--- src/design/tre_pkg.sv ---
`default_nettype none
// ----------------------------------------------------------------------------
// tre_pkg: shared types and constants of the textbook RSA engine
// Beat payloads, register indexes and the small-prime table used by key
// derivation.
// ----------------------------------------------------------------------------
package tre_pkg;

  typedef struct packed {
    logic        opcode;
    logic [31:0] message;
  } in_t;

  typedef struct packed {
    logic [31:0] result;
    logic [31:0] public_exp;
    logic [31:0] private_exp;
    logic        status;
  } out_t;

  localparam int CFG_IDX_W = 1;
  localparam logic [CFG_IDX_W-1:0] REG_PRIME_P = 1'b0;
  localparam logic [CFG_IDX_W-1:0] REG_PRIME_Q = 1'b1;

  localparam logic OP_ENCRYPT = 1'b0;
  localparam logic OP_DECRYPT = 1'b1;

  // public exponent candidates never pass 63
  localparam int CW = 6;
  localparam logic [63:0] PRIME_MASK = 64'h28208A20A08A28AC;

  function automatic logic is_prime_small(input logic [CW-1:0] x);
    return PRIME_MASK[x];
  endfunction

endpackage
`default_nettype wire

--- src/design/tre_modmul.sv ---
`default_nettype none
// ----------------------------------------------------------------------------
// tre_modmul: bit-serial modular multiplier
// Interleaved double-and-add, one multiplier bit per cycle, MSB first.
// Operands must be below the modulus.
// ----------------------------------------------------------------------------
module tre_modmul #(
  parameter int NW = 32
) (
  input  wire logic          clk,
  input  wire logic          rst_n,
  input  wire logic          start_i,
  input  wire logic [NW-1:0] a_i,
  input  wire logic [NW-1:0] b_i,
  input  wire logic [NW-1:0] n_i,
  output logic               done_o,
  output logic [NW-1:0]      res_o
);

  localparam int CNTW = $clog2(NW);

  logic            run_r, run_nxt;
  logic            done_r, done_nxt;
  logic [NW-1:0]   a_r, a_nxt;
  logic [NW-1:0]   b_r, b_nxt;
  logic [NW-1:0]   r_r, r_nxt;
  logic [CNTW-1:0] cnt_r, cnt_nxt;
  logic [NW:0]     dbl, sum;
  logic [NW-1:0]   t1, t2;

  always_comb begin
    dbl = {r_r, 1'b0};
    t1  = (dbl >= {1'b0, n_i}) ? NW'(dbl - {1'b0, n_i}) : dbl[NW-1:0];
    sum = {1'b0, t1} + {1'b0, a_r};
    t2  = (sum >= {1'b0, n_i}) ? NW'(sum - {1'b0, n_i}) : sum[NW-1:0];
  end

  always_comb begin
    run_nxt  = run_r;
    done_nxt = 1'b0;
    a_nxt    = a_r;
    b_nxt    = b_r;
    r_nxt    = r_r;
    cnt_nxt  = cnt_r;
    if (start_i) begin
      run_nxt = 1'b1;
      a_nxt   = a_i;
      b_nxt   = b_i;
      r_nxt   = '0;
      cnt_nxt = '0;
    end else if (run_r) begin
      r_nxt   = b_r[NW-1] ? t2 : t1;
      b_nxt   = {b_r[NW-2:0], 1'b0};
      cnt_nxt = cnt_r + 1'b1;
      if (cnt_r == CNTW'(NW-1)) begin
        run_nxt  = 1'b0;
        done_nxt = 1'b1;
      end
    end
  end

  always_ff @(posedge clk) begin
    if (!rst_n) begin
      run_r  <= 1'b0;
      done_r <= 1'b0;
    end else begin
      run_r  <= run_nxt;
      done_r <= done_nxt;
    end
    a_r   <= a_nxt;
    b_r   <= b_nxt;
    r_r   <= r_nxt;
    cnt_r <= cnt_nxt;
  end

  assign done_o = done_r;
  assign res_o  = r_r;

endmodule
`default_nettype wire

--- src/design/tre_modexp.sv ---
`default_nettype none
// ----------------------------------------------------------------------------
// tre_modexp: modular exponentiation sequencer
// Reduces the base serially, then runs right-to-left square-and-multiply on
// the shared serial multiplier.
// ----------------------------------------------------------------------------
module tre_modexp #(
  parameter int NW = 32
) (
  input  wire logic          clk,
  input  wire logic          rst_n,
  input  wire logic          start_i,
  input  wire logic [31:0]   base_i,
  input  wire logic [NW-1:0] exp_i,
  input  wire logic [NW-1:0] n_i,
  output logic               busy_o,
  output logic [NW-1:0]      res_o
);

  typedef enum logic [4:0] {
    E_IDLE = 5'b00001,
    E_RED  = 5'b00010,
    E_CHK  = 5'b00100,
    E_MUL  = 5'b01000,
    E_SQR  = 5'b10000
  } exp_state_t;

  exp_state_t    state_r, state_nxt;
  logic [31:0]   msh_r, msh_nxt;
  logic [4:0]    cnt_r, cnt_nxt;
  logic [NW-1:0] acc_r, acc_nxt;
  logic [NW-1:0] b_r, b_nxt;
  logic [NW-1:0] ex_r, ex_nxt;
  logic [NW:0]   red;
  logic          mm_start, mm_done;
  logic [NW-1:0] mm_a, mm_res;

  tre_modmul #(.NW(NW)) u_mul (
    .clk     (clk),
    .rst_n   (rst_n),
    .start_i (mm_start),
    .a_i     (mm_a),
    .b_i     (b_r),
    .n_i     (n_i),
    .done_o  (mm_done),
    .res_o   (mm_res)
  );

  always_comb begin
    red       = {b_r, msh_r[31]};
    state_nxt = state_r;
    msh_nxt   = msh_r;
    cnt_nxt   = cnt_r;
    acc_nxt   = acc_r;
    b_nxt     = b_r;
    ex_nxt    = ex_r;
    mm_start  = 1'b0;
    mm_a      = b_r;
    case (state_r)
      E_IDLE: begin
        if (start_i) begin
          msh_nxt   = base_i;
          ex_nxt    = exp_i;
          b_nxt     = '0;
          cnt_nxt   = '0;
          state_nxt = E_RED;
        end
      end
      E_RED: begin
        b_nxt   = (red >= {1'b0, n_i}) ? NW'(red - {1'b0, n_i}) : red[NW-1:0];
        msh_nxt = {msh_r[30:0], 1'b0};
        cnt_nxt = cnt_r + 1'b1;
        if (cnt_r == 5'd31) begin
          acc_nxt   = NW'(1);
          state_nxt = E_CHK;
        end
      end
      E_CHK: begin
        if (ex_r == '0) begin
          state_nxt = E_IDLE;
        end else if (ex_r[0]) begin
          mm_start  = 1'b1;
          mm_a      = acc_r;
          state_nxt = E_MUL;
        end else begin
          mm_start  = 1'b1;
          state_nxt = E_SQR;
        end
      end
      E_MUL: begin
        if (mm_done) begin
          acc_nxt   = mm_res;
          mm_start  = 1'b1;
          state_nxt = E_SQR;
        end
      end
      E_SQR: begin
        if (mm_done) begin
          b_nxt     = mm_res;
          ex_nxt    = {1'b0, ex_r[NW-1:1]};
          state_nxt = E_CHK;
        end
      end
      default: state_nxt = E_IDLE;
    endcase
  end

  always_ff @(posedge clk) begin
    if (!rst_n) begin
      state_r <= E_IDLE;
    end else begin
      state_r <= state_nxt;
    end
    msh_r <= msh_nxt;
    cnt_r <= cnt_nxt;
    acc_r <= acc_nxt;
    b_r   <= b_nxt;
    ex_r  <= ex_nxt;
  end

  assign busy_o = (state_r != E_IDLE);
  assign res_o  = acc_r;

endmodule
`default_nettype wire

--- src/design/tre_keygen.sv ---
`default_nettype none
// ----------------------------------------------------------------------------
// tre_keygen: key derivation sequencer
// Serial products for n and phi, smallest small prime coprime to phi by
// serial remainder, then d = (k*phi + 1) / e by serial long division.
// ----------------------------------------------------------------------------
module tre_keygen #(
  parameter int RW = 16
) (
  input  wire logic              clk,
  input  wire logic              rst_n,
  input  wire logic              start_i,
  input  wire logic [RW-1:0]     p_i,
  input  wire logic [RW-1:0]     q_i,
  output logic                   busy_o,
  output logic                   ok_o,
  output logic [2*RW-1:0]        n_o,
  output logic [tre_pkg::CW-1:0] e_o,
  output logic [2*RW-1:0]        d_o
);

  import tre_pkg::*;

  localparam int NW   = 2 * RW;
  localparam int NUMW = NW + CW;
  localparam int CNTW = $clog2(NUMW);

  typedef enum logic [6:0] {
    K_START = 7'b0000001,
    K_MUL   = 7'b0000010,
    K_CAND  = 7'b0000100,
    K_MOD   = 7'b0001000,
    K_TEST  = 7'b0010000,
    K_INV   = 7'b0100000,
    K_DIV   = 7'b1000000
  } key_state_t;

  key_state_t      state_r, state_nxt;
  logic            busy_r, busy_nxt;
  logic            ok_r, ok_nxt;
  logic [NW-1:0]   mp_r, mp_nxt, mpm_r, mpm_nxt;
  logic [RW-1:0]   mq_r, mq_nxt, mqm_r, mqm_nxt;
  logic [NW-1:0]   n_r, n_nxt, phi_r, phi_nxt;
  logic [CNTW-1:0] cnt_r, cnt_nxt;
  logic [CW-1:0]   cand_r, cand_nxt;
  logic [CW-1:0]   rem_r, rem_nxt;
  logic [CW-1:0]   pm_r, pm_nxt;
  logic [CW-1:0]   v_r, v_nxt;
  logic [NUMW-1:0] sh_r, sh_nxt;
  logic [NUMW-1:0] num_r, num_nxt;
  logic [CW:0]     dtmp, vsum;
  logic            dge;
  logic [CW-1:0]   drem, vstep, rinc;

  always_comb begin
    dtmp  = {rem_r, sh_r[NUMW-1]};
    dge   = (dtmp >= {1'b0, cand_r});
    drem  = dge ? CW'(dtmp - {1'b0, cand_r}) : dtmp[CW-1:0];
    vsum  = {1'b0, v_r} + {1'b0, pm_r};
    vstep = (vsum >= {1'b0, cand_r}) ? CW'(vsum - {1'b0, cand_r}) : vsum[CW-1:0];
    rinc  = rem_r + 1'b1;
  end

  always_comb begin
    state_nxt = state_r;
    busy_nxt  = busy_r;
    ok_nxt    = ok_r;
    mp_nxt    = mp_r;
    mpm_nxt   = mpm_r;
    mq_nxt    = mq_r;
    mqm_nxt   = mqm_r;
    n_nxt     = n_r;
    phi_nxt   = phi_r;
    cnt_nxt   = cnt_r;
    cand_nxt  = cand_r;
    rem_nxt   = rem_r;
    pm_nxt    = pm_r;
    v_nxt     = v_r;
    sh_nxt    = sh_r;
    num_nxt   = num_r;
    if (start_i) begin
      state_nxt = K_START;
      busy_nxt  = 1'b1;
    end else if (busy_r) begin
      case (state_r)
        K_START: begin
          if (p_i < RW'(2) || q_i < RW'(2)) begin
            ok_nxt   = 1'b0;
            busy_nxt = 1'b0;
          end else begin
            mp_nxt    = {{RW{1'b0}}, p_i};
            mpm_nxt   = {{RW{1'b0}}, RW'(p_i - 1'b1)};
            mq_nxt    = q_i;
            mqm_nxt   = RW'(q_i - 1'b1);
            n_nxt     = '0;
            phi_nxt   = '0;
            cnt_nxt   = '0;
            cand_nxt  = CW'(2);
            state_nxt = K_MUL;
          end
        end
        K_MUL: begin
          if (mq_r[0]) n_nxt = n_r + mp_r;
          if (mqm_r[0]) phi_nxt = phi_r + mpm_r;
          mp_nxt  = {mp_r[NW-2:0], 1'b0};
          mpm_nxt = {mpm_r[NW-2:0], 1'b0};
          mq_nxt  = {1'b0, mq_r[RW-1:1]};
          mqm_nxt = {1'b0, mqm_r[RW-1:1]};
          cnt_nxt = cnt_r + 1'b1;
          if (cnt_r == CNTW'(RW-1)) state_nxt = K_CAND;
        end
        K_CAND: begin
          if ({{(NW-CW){1'b0}}, cand_r} >= phi_r) begin
            ok_nxt   = 1'b0;
            busy_nxt = 1'b0;
          end else if (!is_prime_small(cand_r)) begin
            cand_nxt = cand_r + 1'b1;
          end else begin
            rem_nxt   = '0;
            sh_nxt    = {{CW{1'b0}}, phi_r};
            cnt_nxt   = '0;
            state_nxt = K_MOD;
          end
        end
        K_MOD: begin
          rem_nxt = drem;
          sh_nxt  = {sh_r[NUMW-2:0], dge};
          cnt_nxt = cnt_r + 1'b1;
          if (cnt_r == CNTW'(NUMW-1)) state_nxt = K_TEST;
        end
        K_TEST: begin
          if (rem_r != '0) begin
            pm_nxt    = rem_r;
            v_nxt     = (rinc == cand_r) ? '0 : rinc;
            num_nxt   = {{CW{1'b0}}, phi_r} + NUMW'(1);
            state_nxt = K_INV;
          end else begin
            cand_nxt  = cand_r + 1'b1;
            state_nxt = K_CAND;
          end
        end
        K_INV: begin
          if (v_r == '0) begin
            rem_nxt   = '0;
            sh_nxt    = num_r;
            cnt_nxt   = '0;
            state_nxt = K_DIV;
          end else begin
            v_nxt   = vstep;
            num_nxt = num_r + {{CW{1'b0}}, phi_r};
          end
        end
        K_DIV: begin
          rem_nxt = drem;
          sh_nxt  = {sh_r[NUMW-2:0], dge};
          cnt_nxt = cnt_r + 1'b1;
          if (cnt_r == CNTW'(NUMW-1)) begin
            ok_nxt   = 1'b1;
            busy_nxt = 1'b0;
          end
        end
        default: state_nxt = K_START;
      endcase
    end
  end

  always_ff @(posedge clk) begin
    if (!rst_n) begin
      state_r <= K_START;
      busy_r  <= 1'b1;
      ok_r    <= 1'b0;
    end else begin
      state_r <= state_nxt;
      busy_r  <= busy_nxt;
      ok_r    <= ok_nxt;
    end
    mp_r   <= mp_nxt;
    mpm_r  <= mpm_nxt;
    mq_r   <= mq_nxt;
    mqm_r  <= mqm_nxt;
    n_r    <= n_nxt;
    phi_r  <= phi_nxt;
    cnt_r  <= cnt_nxt;
    cand_r <= cand_nxt;
    rem_r  <= rem_nxt;
    pm_r   <= pm_nxt;
    v_r    <= v_nxt;
    sh_r   <= sh_nxt;
    num_r  <= num_nxt;
  end

  assign busy_o = busy_r;
  assign ok_o   = ok_r;
  assign n_o    = n_r;
  assign e_o    = cand_r;
  assign d_o    = sh_r[NW-1:0];

endmodule
`default_nettype wire

--- src/design/textbook_rsa_engine_unit.sv ---
`default_nettype none
// ----------------------------------------------------------------------------
// textbook_rsa_engine_unit: textbook RSA encrypt/decrypt engine
// Holds p and q, derives n, e and d, and raises each message to e or d mod n.
// ----------------------------------------------------------------------------
// One beat at a time. After reset or a write to either prime the key is
// derived again (RW is PRIME_BITS, at least 6); input beats are held off
// until it is done. The time of an item from accept to result beat is set
// by the bit-serial modular multiplier that serves every square and
// multiply. A key error answers without running the exponentiation.
// ----------------------------------------------------------------------------
module textbook_rsa_engine_unit #(
  parameter int PRIME_BITS = 16
) (
  input  wire logic                          clk,
  input  wire logic                          rst_n,
  input  wire logic                          cfg_we,
  input  wire logic [tre_pkg::CFG_IDX_W-1:0] cfg_index,
  input  wire logic [PRIME_BITS-1:0]         cfg_data,
  input  wire logic                          in_valid,
  output logic                               in_stall,
  input  wire tre_pkg::in_t                  in_data,
  output logic                               out_valid,
  input  wire logic                          out_stall,
  output tre_pkg::out_t                      out_data
);

  import tre_pkg::*;

  localparam int RW = (PRIME_BITS < 6) ? 6 : PRIME_BITS;
  localparam int NW = 2 * RW;

  typedef enum logic [1:0] {
    T_IDLE = 2'b01,
    T_RUN  = 2'b10
  } top_state_t;

  top_state_t    state_r, state_nxt;
  logic [RW-1:0] p_r, p_nxt, q_r, q_nxt;
  logic          err_r, err_nxt;
  logic          ov_r, ov_nxt;
  out_t          od_r, od_nxt;
  logic          kg_busy, kg_ok;
  logic [NW-1:0] kg_n, kg_d, mx_res, mx_exp;
  logic [CW-1:0] kg_e;
  logic          mx_busy, accept, mx_start;
  logic [NW+31:0] res_w, d_w;

  tre_keygen #(.RW(RW)) u_key (
    .clk     (clk),
    .rst_n   (rst_n),
    .start_i (cfg_we),
    .p_i     (p_r),
    .q_i     (q_r),
    .busy_o  (kg_busy),
    .ok_o    (kg_ok),
    .n_o     (kg_n),
    .e_o     (kg_e),
    .d_o     (kg_d)
  );

  tre_modexp #(.NW(NW)) u_exp (
    .clk     (clk),
    .rst_n   (rst_n),
    .start_i (mx_start),
    .base_i  (in_data.message),
    .exp_i   (mx_exp),
    .n_i     (kg_n),
    .busy_o  (mx_busy),
    .res_o   (mx_res)
  );

  assign in_stall = (state_r != T_IDLE) || kg_busy;
  assign accept   = in_valid && !in_stall;
  assign mx_start = accept && kg_ok;
  assign mx_exp   = (in_data.opcode == OP_DECRYPT) ? kg_d : {{(NW-CW){1'b0}}, kg_e};
  assign res_w    = {32'b0, mx_res};
  assign d_w      = {32'b0, kg_d};

  always_comb begin
    p_nxt     = p_r;
    q_nxt     = q_r;
    state_nxt = state_r;
    err_nxt   = err_r;
    ov_nxt    = ov_r;
    od_nxt    = od_r;
    if (cfg_we) begin
      case (cfg_index)
        REG_PRIME_P: p_nxt = RW'(cfg_data);
        REG_PRIME_Q: q_nxt = RW'(cfg_data);
        default: ;
      endcase
    end
    if (ov_r && !out_stall) ov_nxt = 1'b0;
    case (state_r)
      T_IDLE: begin
        if (accept) begin
          err_nxt   = !kg_ok;
          state_nxt = T_RUN;
        end
      end
      T_RUN: begin
        if (!mx_busy && (!ov_r || !out_stall)) begin
          ov_nxt = 1'b1;
          if (err_r) begin
            od_nxt = '{result: '0, public_exp: '0, private_exp: '0, status: 1'b1};
          end else begin
            od_nxt = '{result: res_w[31:0], public_exp: {{(32-CW){1'b0}}, kg_e},
                       private_exp: d_w[31:0], status: 1'b0};
          end
          state_nxt = T_IDLE;
        end
      end
      default: state_nxt = T_IDLE;
    endcase
  end

  always_ff @(posedge clk) begin
    if (!rst_n) begin
      state_r <= T_IDLE;
      p_r     <= RW'(61);
      q_r     <= RW'(53);
      ov_r    <= 1'b0;
    end else begin
      state_r <= state_nxt;
      p_r     <= p_nxt;
      q_r     <= q_nxt;
      ov_r    <= ov_nxt;
    end
    err_r <= err_nxt;
    od_r  <= od_nxt;
  end

  assign out_valid = ov_r;
  assign out_data  = od_r;

endmodule
`default_nettype wire

--- config.mk ---
export PLATFORM = sky130hd
export DESIGN_NAME = textbook_rsa_engine_unit
export DESIGN_NICKNAME = d
export VERILOG_FILES = /design/src/design/tre_pkg.sv /design/src/design/tre_modmul.sv /design/src/design/tre_modexp.sv /design/src/design/tre_keygen.sv /design/src/design/textbook_rsa_engine_unit.sv
export SDC_FILE = /design/constraint.sdc
export NUM_CORES = 2
export LEC_CHECK = 0
export BUFFER_PORTS_ARGS = -buffer_cell sky130_fd_sc_hd__buf_2
export CAP_MARGIN = 10
export CORE_UTILIZATION = 52
export DETAILED_ROUTE_END_ITERATION = 8
export GPL_TIMING_DRIVEN = 1
export HOLD_SLACK_MARGIN = 0.06
export PLACE_DENSITY = 0.76
export RECOVER_POWER = 50
export SLEW_MARGIN = 20
export SYNTH_ARGS = -nofsm -noshare
export SYNTH_HDL_FRONTEND = slang
export SYNTH_HIERARCHICAL = 1
export SYNTH_SLANG_ARGS = --single-unit
--- constraint.sdc ---
create_clock -name clk -period 6.35 [get_ports clk]
set_input_delay 0.635 -clock clk [delete_from_list [all_inputs] [get_ports clk]]
set_output_delay 0.635 -clock clk [all_outputs]
set_load 0.05 [all_outputs]
==> results.py <==
metrics = {
    "sta": {
        "timing.max_slew.rel_slack_pct": -145,
        "clock_skew_ns": 0.0312,
        "report.final.slew_viol_count": 734,
        "period_share_pct": 114,
        "setup_ws_ns": -0.898,
        "rsz_0062_raised_after_global_routing": "true",
        "hold_viol": 0,
        "finalWorstPathRequiredPeriod_ns": 7.25,
        "max_freq_mhz": 138,
        "number_of_setup_violations_in_the_final_report": 32,
        "worst_slew_pin_slew_ns": 3.67,
    },
    "worst_setup_path": {
        "cell_type_of_the_slowest_stage_on_the_worst_timing_path": "sky130_fd_sc_hd__edfxtp_1",
        "crit_path_max_fanout": 12,
        "cp_data_required_time_ns": 6.79,
        "crit_type": "flip-flop to flip-flop",
        "kind_of_launch_point_of_the_worst_setup_path": "flip-flop",
        "worst-endpoint-arrival_ns": 7.69,
        "end_kind": "flip-flop",
        "timing.critical_path.slowest_cell_delay_ns": 0.42,
    },
    "floorplanning": {
        "pin_count": 154,
        "die_area_um2": 80500,
        "row_count": 102,
        "fp.dieW_um": 284,
        "core-area_um2": 78000,
        "floorplan.die.height_um": 284,
        "initial_core_util_pct": 52.9,
    },
    "placed_design": {
        "post-dp-hpwl_um": 86400,
        "placed_area_um2": 45500,
        "dpl.cell_count": 5639,
        "place.gp.congestion": 0.981,
        "place.port_buffers": 127,
    },
    "synth": {
        "synth-adder-area-share_pct": 8.31,
        "synthMuxAreaShare_pct": 4.23,
        "synth.avg_cell_area_um2": 9.72,
        "synth_area_um2": 41300,
        "synthCells": 4248,
        "ys_dominant_reg_cell": "sky130_fd_sc_hd__edfxtp_1",
        "asyncSetResetFlopFracSynth_pct": 0,
        "synthesis.yosys.warnings": 6,
        "largest_family_of_logic_cells_by_synthesized_area": "simple AND/OR/NAND/NOR gates",
        "synth_xor_xnor_area_share_pct": 5.79,
        "synth.distinct_cells": 121,
        "synth_compound_area_share_pct": 15.9,
        "synth_sequential_area_ratio_pct": 43.2,
        "ys_ff_latch": 624,
        "count_of_flip_flops_with_a_built_in_enable_after_synthesis": 535,
        "simple_gate_share_of_the_synthesized_area_pct": 18.0,
    },
    "detailed_routing": {
        "wirelength_um": 120000,
        "post_drt_wl_per_cell_um": 20.6,
        "drtIter0Drc": 3442,
        "first_pass_iters": 8,
        "via_count": 34600,
        "via_per_inst": 5.92,
        "detail_route.drc_violations": 0,
        "final_antenna_net_count": 0,
    },
    "global_route": {
        "grt_pass1_vias": 33100,
        "grt_usage_pct": 29.1,
        "antenna_found_initial": 6,
        "grt_start_max_net_pins": 103,
        "grt_first_pass_wirelength_um": 186000,
        "grt.overflow.total": 0,
    },
    "clocking": {
        "clock_tree.root_cell": "sky130_fd_sc_hd__clkbuf_16",
        "clock_tree.htree_level_count": 3,
        "clkLatencyLatePin_ns": 0.63,
        "holdBufCountCts": 0,
        "cts.sinks": 624,
        "cts_max_path_buffers": 3,
        "cts_tree": "done",
        "cts_made_buffers": 73,
        "clkTransAtPathRegs_ns": 0.06,
    },
    "status": {
        "outcome": "complete, but fails checks",
        "failed_checks": "capacitance limit, slew limit, setup timing",
    },
    "cells_and_area": {
        "fin_nets": 5065,
        "drive_above_1_share_pct": 19.4,
        "instances_no_fill": 5843,
        "fin_area_um2": 49000,
        "area_growth_pct": 18.7,
    },
    "run": {
        "maxCapViolations": 16,
    },
    "power_and_ir_drop": {
        "power_switching_mw": 4.17,
        "power_share_of_the_sequential_group_pct": 35.7,
        "power.switching_fraction_pct": 31.4,
        "leakagePower_nw": 20.1,
        "power.ir.vdd_worst_uv": 249,
        "total_internal_power_mw": 9.10,
        "pwr_density_cell_nw_per_um2": 271,
        "comb_power_share_pct": 32.1,
        "clock_power_share_pct": 32.2,
    },
    "worst_hold_path": {
        "hold_path.class": "input pin to flip-flop",
    },
}
## critical path: cells and delay by family, from the launching register on
family | cells | cell delay (ns)
AOI/OAI and AO/OA | 12 | 2.56
xor gates and xnor gates | 1 | 0.22
adders and majority gates | 3 | 0.76
buffers and inverters | 7 | 1.05
DFF | 1 | 0.42
muxes | 2 | 0.63
and+or+nand+nor | 8 | 1.41
## kinds of logic (layout without fill, tap and decap cells)
| kind of cell | Yosys count | count (layout) |
|---|---|---|
| AOI/OAI and AO/OA | 960 | 960 |
| and+or+nand+nor | 1554 | 1554 |
| adders and majority gates | 268 | 268 |
| DFF | 624 | 624 |
| buffers and inverters | 408 | 937 |
| other | 1 | 27 |
| muxes | 160 | 160 |
| xor gates and xnor gates | 273 | 273 |
## final timing paths
check,from,to,slack (ns),cells after the start
setup / recovery,u_key/n_o[7]$_SDFFCE_PN0P_,u_exp/u_mul/res_o[6]$_SDFFE_PP0P_,-0.90,33
hold / removal,cfg_data[3],p_r[3]$_SDFFE_PN1P_,0.27,3
setup reg to reg,u_key/n_o[7]$_SDFFCE_PN0P_,u_exp/u_mul/res_o[6]$_SDFFE_PP0P_,-0.90,33
hold reg to reg,u_key/ok_o$_SDFFE_PN0P_,err_r$_DFFE_PP_,0.50,1
## cell usage in the layout, fill, tap and decap left out, types with 38 or more instances in the layout
cell type,instances
sky130_fd_sc_hd__nand2b_1,45
sky130_fd_sc_hd__o21ai_1,44
sky130_fd_sc_hd__nor2_1,271
sky130_fd_sc_hd__inv_1,176
sky130_fd_sc_hd__and2_0,41
sky130_fd_sc_hd__o21a_1,38
sky130_fd_sc_hd__buf_4,456
sky130_fd_sc_hd__o21ai_0,162
sky130_fd_sc_hd__edfxtp_1,535
sky130_fd_sc_hd__xor2_1,110
sky130_fd_sc_hd__and2_1,74
sky130_fd_sc_hd__ha_1,245
sky130_fd_sc_hd__a21oi_1,211
sky130_fd_sc_hd__nor2b_1,106
sky130_fd_sc_hd__nand3_1,90
sky130_fd_sc_hd__clkbuf_16,74
sky130_fd_sc_hd__mux2i_1,49
sky130_fd_sc_hd__clkbuf_1,104
sky130_fd_sc_hd__buf_2,53
sky130_fd_sc_hd__xnor2_1,159
sky130_fd_sc_hd__nand4_1,47
sky130_fd_sc_hd__nor3_1,65
sky130_fd_sc_hd__a21o_1,99
sky130_fd_sc_hd__dfxtp_1,88
sky130_fd_sc_hd__mux2_2,85
sky130_fd_sc_hd__nand2_1,636
## registers in the layout, summed over array words and instances, names as in the netlist, 7 cells and up, named ones only
| register | flops |
|---|---|
| u_key/mpm_r | 32 |
| u_exp/b_r | 32 |
| u_key/phi_r | 32 |
| u_key/mq_r | 16 |
| u_key/sh_r | 38 |
| u_exp/u_mul/res_o | 32 |
| q_r | 16 |
| u_key/mqm_r | 16 |
| u_key/mp_r | 32 |
| out_data | 71 |
| p_r | 16 |
| u_exp/msh_r | 32 |
| u_key/state_r | 7 |
| u_key/n_o | 32 |
| u_exp/res_o | 32 |
| u_exp/u_mul/a_r | 32 |
| u_key/num_r | 38 |
| u_exp/ex_r | 32 |
| u_exp/u_mul/b_r | 32 |
## metrics by stage
stage	hold slack (ns)	setup slack, ns	power [mW]	utilization, %	TNS [ns]
after CTS	0.236	-0.833	13.1	62.5	-23.55
final	0.266	-0.898	13.3	62.8	-25.94
after global placement	0.474	-0.979	8.40	58.4	-27.45
after global routing	0.263	-1.08	13.8	62.8	-33.22
after floorplan	0.448	-0.356	7.18	-	-8.60
after detailed placement	0.473	-1.20	8.44	58.4	-33.74
## layer usage
layer | part of all wire (%) | track usage, % | wire length (um)
met2 | 46 | 46.3 | 54800
met5 | 0.011 | 0 | 13
met3 | 8.1 | 4.28 | 9720
met1 | 43 | 40.4 | 51800
met4 | 3.5 | 10.1 | 4170
## synth_stat cells (21+ instances only)
| master | n | share of area (%) |
|---|---|---|
| sky130_fd_sc_hd__mux2i_1 | 52 | 1.3 |
| sky130_fd_sc_hd__nand2b_1 | 45 | 0.68 |
| sky130_fd_sc_hd__nor2_1 | 281 | 2.6 |
| sky130_fd_sc_hd__a31oi_1 | 36 | 0.55 |
| sky130_fd_sc_hd__o21a_1 | 39 | 0.71 |
| sky130_fd_sc_hd__nor2b_1 | 109 | 1.7 |
| sky130_fd_sc_hd__nand4_1 | 47 | 0.71 |
| sky130_fd_sc_hd__nor3_1 | 65 | 0.79 |
| sky130_fd_sc_hd__a211oi_1 | 40 | 0.73 |
| sky130_fd_sc_hd__a21o_1 | 100 | 1.8 |
| sky130_fd_sc_hd__clkbuf_1 | 110 | 1.0 |
| sky130_fd_sc_hd__xnor2_1 | 163 | 3.5 |
| sky130_fd_sc_hd__nor4_1 | 25 | 0.38 |
| sky130_fd_sc_hd__ha_1 | 258 | 7.8 |
| sky130_fd_sc_hd__and2_1 | 116 | 1.8 |
| sky130_fd_sc_hd__nand3_1 | 90 | 1.1 |
| sky130_fd_sc_hd__xor2_1 | 110 | 2.3 |
| sky130_fd_sc_hd__a21boi_0 | 26 | 0.47 |
| sky130_fd_sc_hd__mux2_2 | 90 | 2.5 |
| sky130_fd_sc_hd__buf_4 | 64 | 1.2 |
| sky130_fd_sc_hd__buf_2 | 21 | 0.25 |
| sky130_fd_sc_hd__and3_1 | 40 | 0.61 |
| sky130_fd_sc_hd__o21ai_1 | 47 | 0.57 |
| sky130_fd_sc_hd__o21bai_1 | 24 | 0.44 |
| sky130_fd_sc_hd__dfxtp_1 | 89 | 4.3 |
| sky130_fd_sc_hd__o21ai_0 | 168 | 2.0 |
| sky130_fd_sc_hd__a21oi_1 | 225 | 2.7 |
| sky130_fd_sc_hd__a22oi_1 | 30 | 0.55 |
| sky130_fd_sc_hd__nand2_1 | 642 | 5.8 |
| sky130_fd_sc_hd__edfxtp_1 | 535 | 39 |
| sky130_fd_sc_hd__inv_1 | 183 | 1.7 |
## power groups by stage
stage	logic [mW]	clock network, mW	registers, mW
global route	4.60	4.48	4.75
finish	4.26	4.27	4.74
global placement	3.59	0	4.81
floorplan	2.42	0	4.76
detailed placement	3.63	0	4.82
CTS	4.01	4.33	4.73
## timing repair
action                                  CTS  global route
endpoints found under the setup margin   32            32
cloned                                    3             0
gates resized for setup                  78            72
buffers inserted                         49            18
pin swaps                                37            41
## cell type report
| class | instances | area [um2] |
|---|---|---|
| clock inverters | 38 | 414 |
| multi-input cells | 3241 | 22400 |
| well taps | 1040 | 1300 |
| repair buffers | 617 | 4330 |
| diodes | 1 | 2.50 |
| fillers | 6192 | 29000 |
| inverters | 185 | 694 |
| clock buffers | 97 | 2010 |
| flip-flops and latches | 624 | 17800 |
Note: power is estimated with default switching activity, not from simulation.
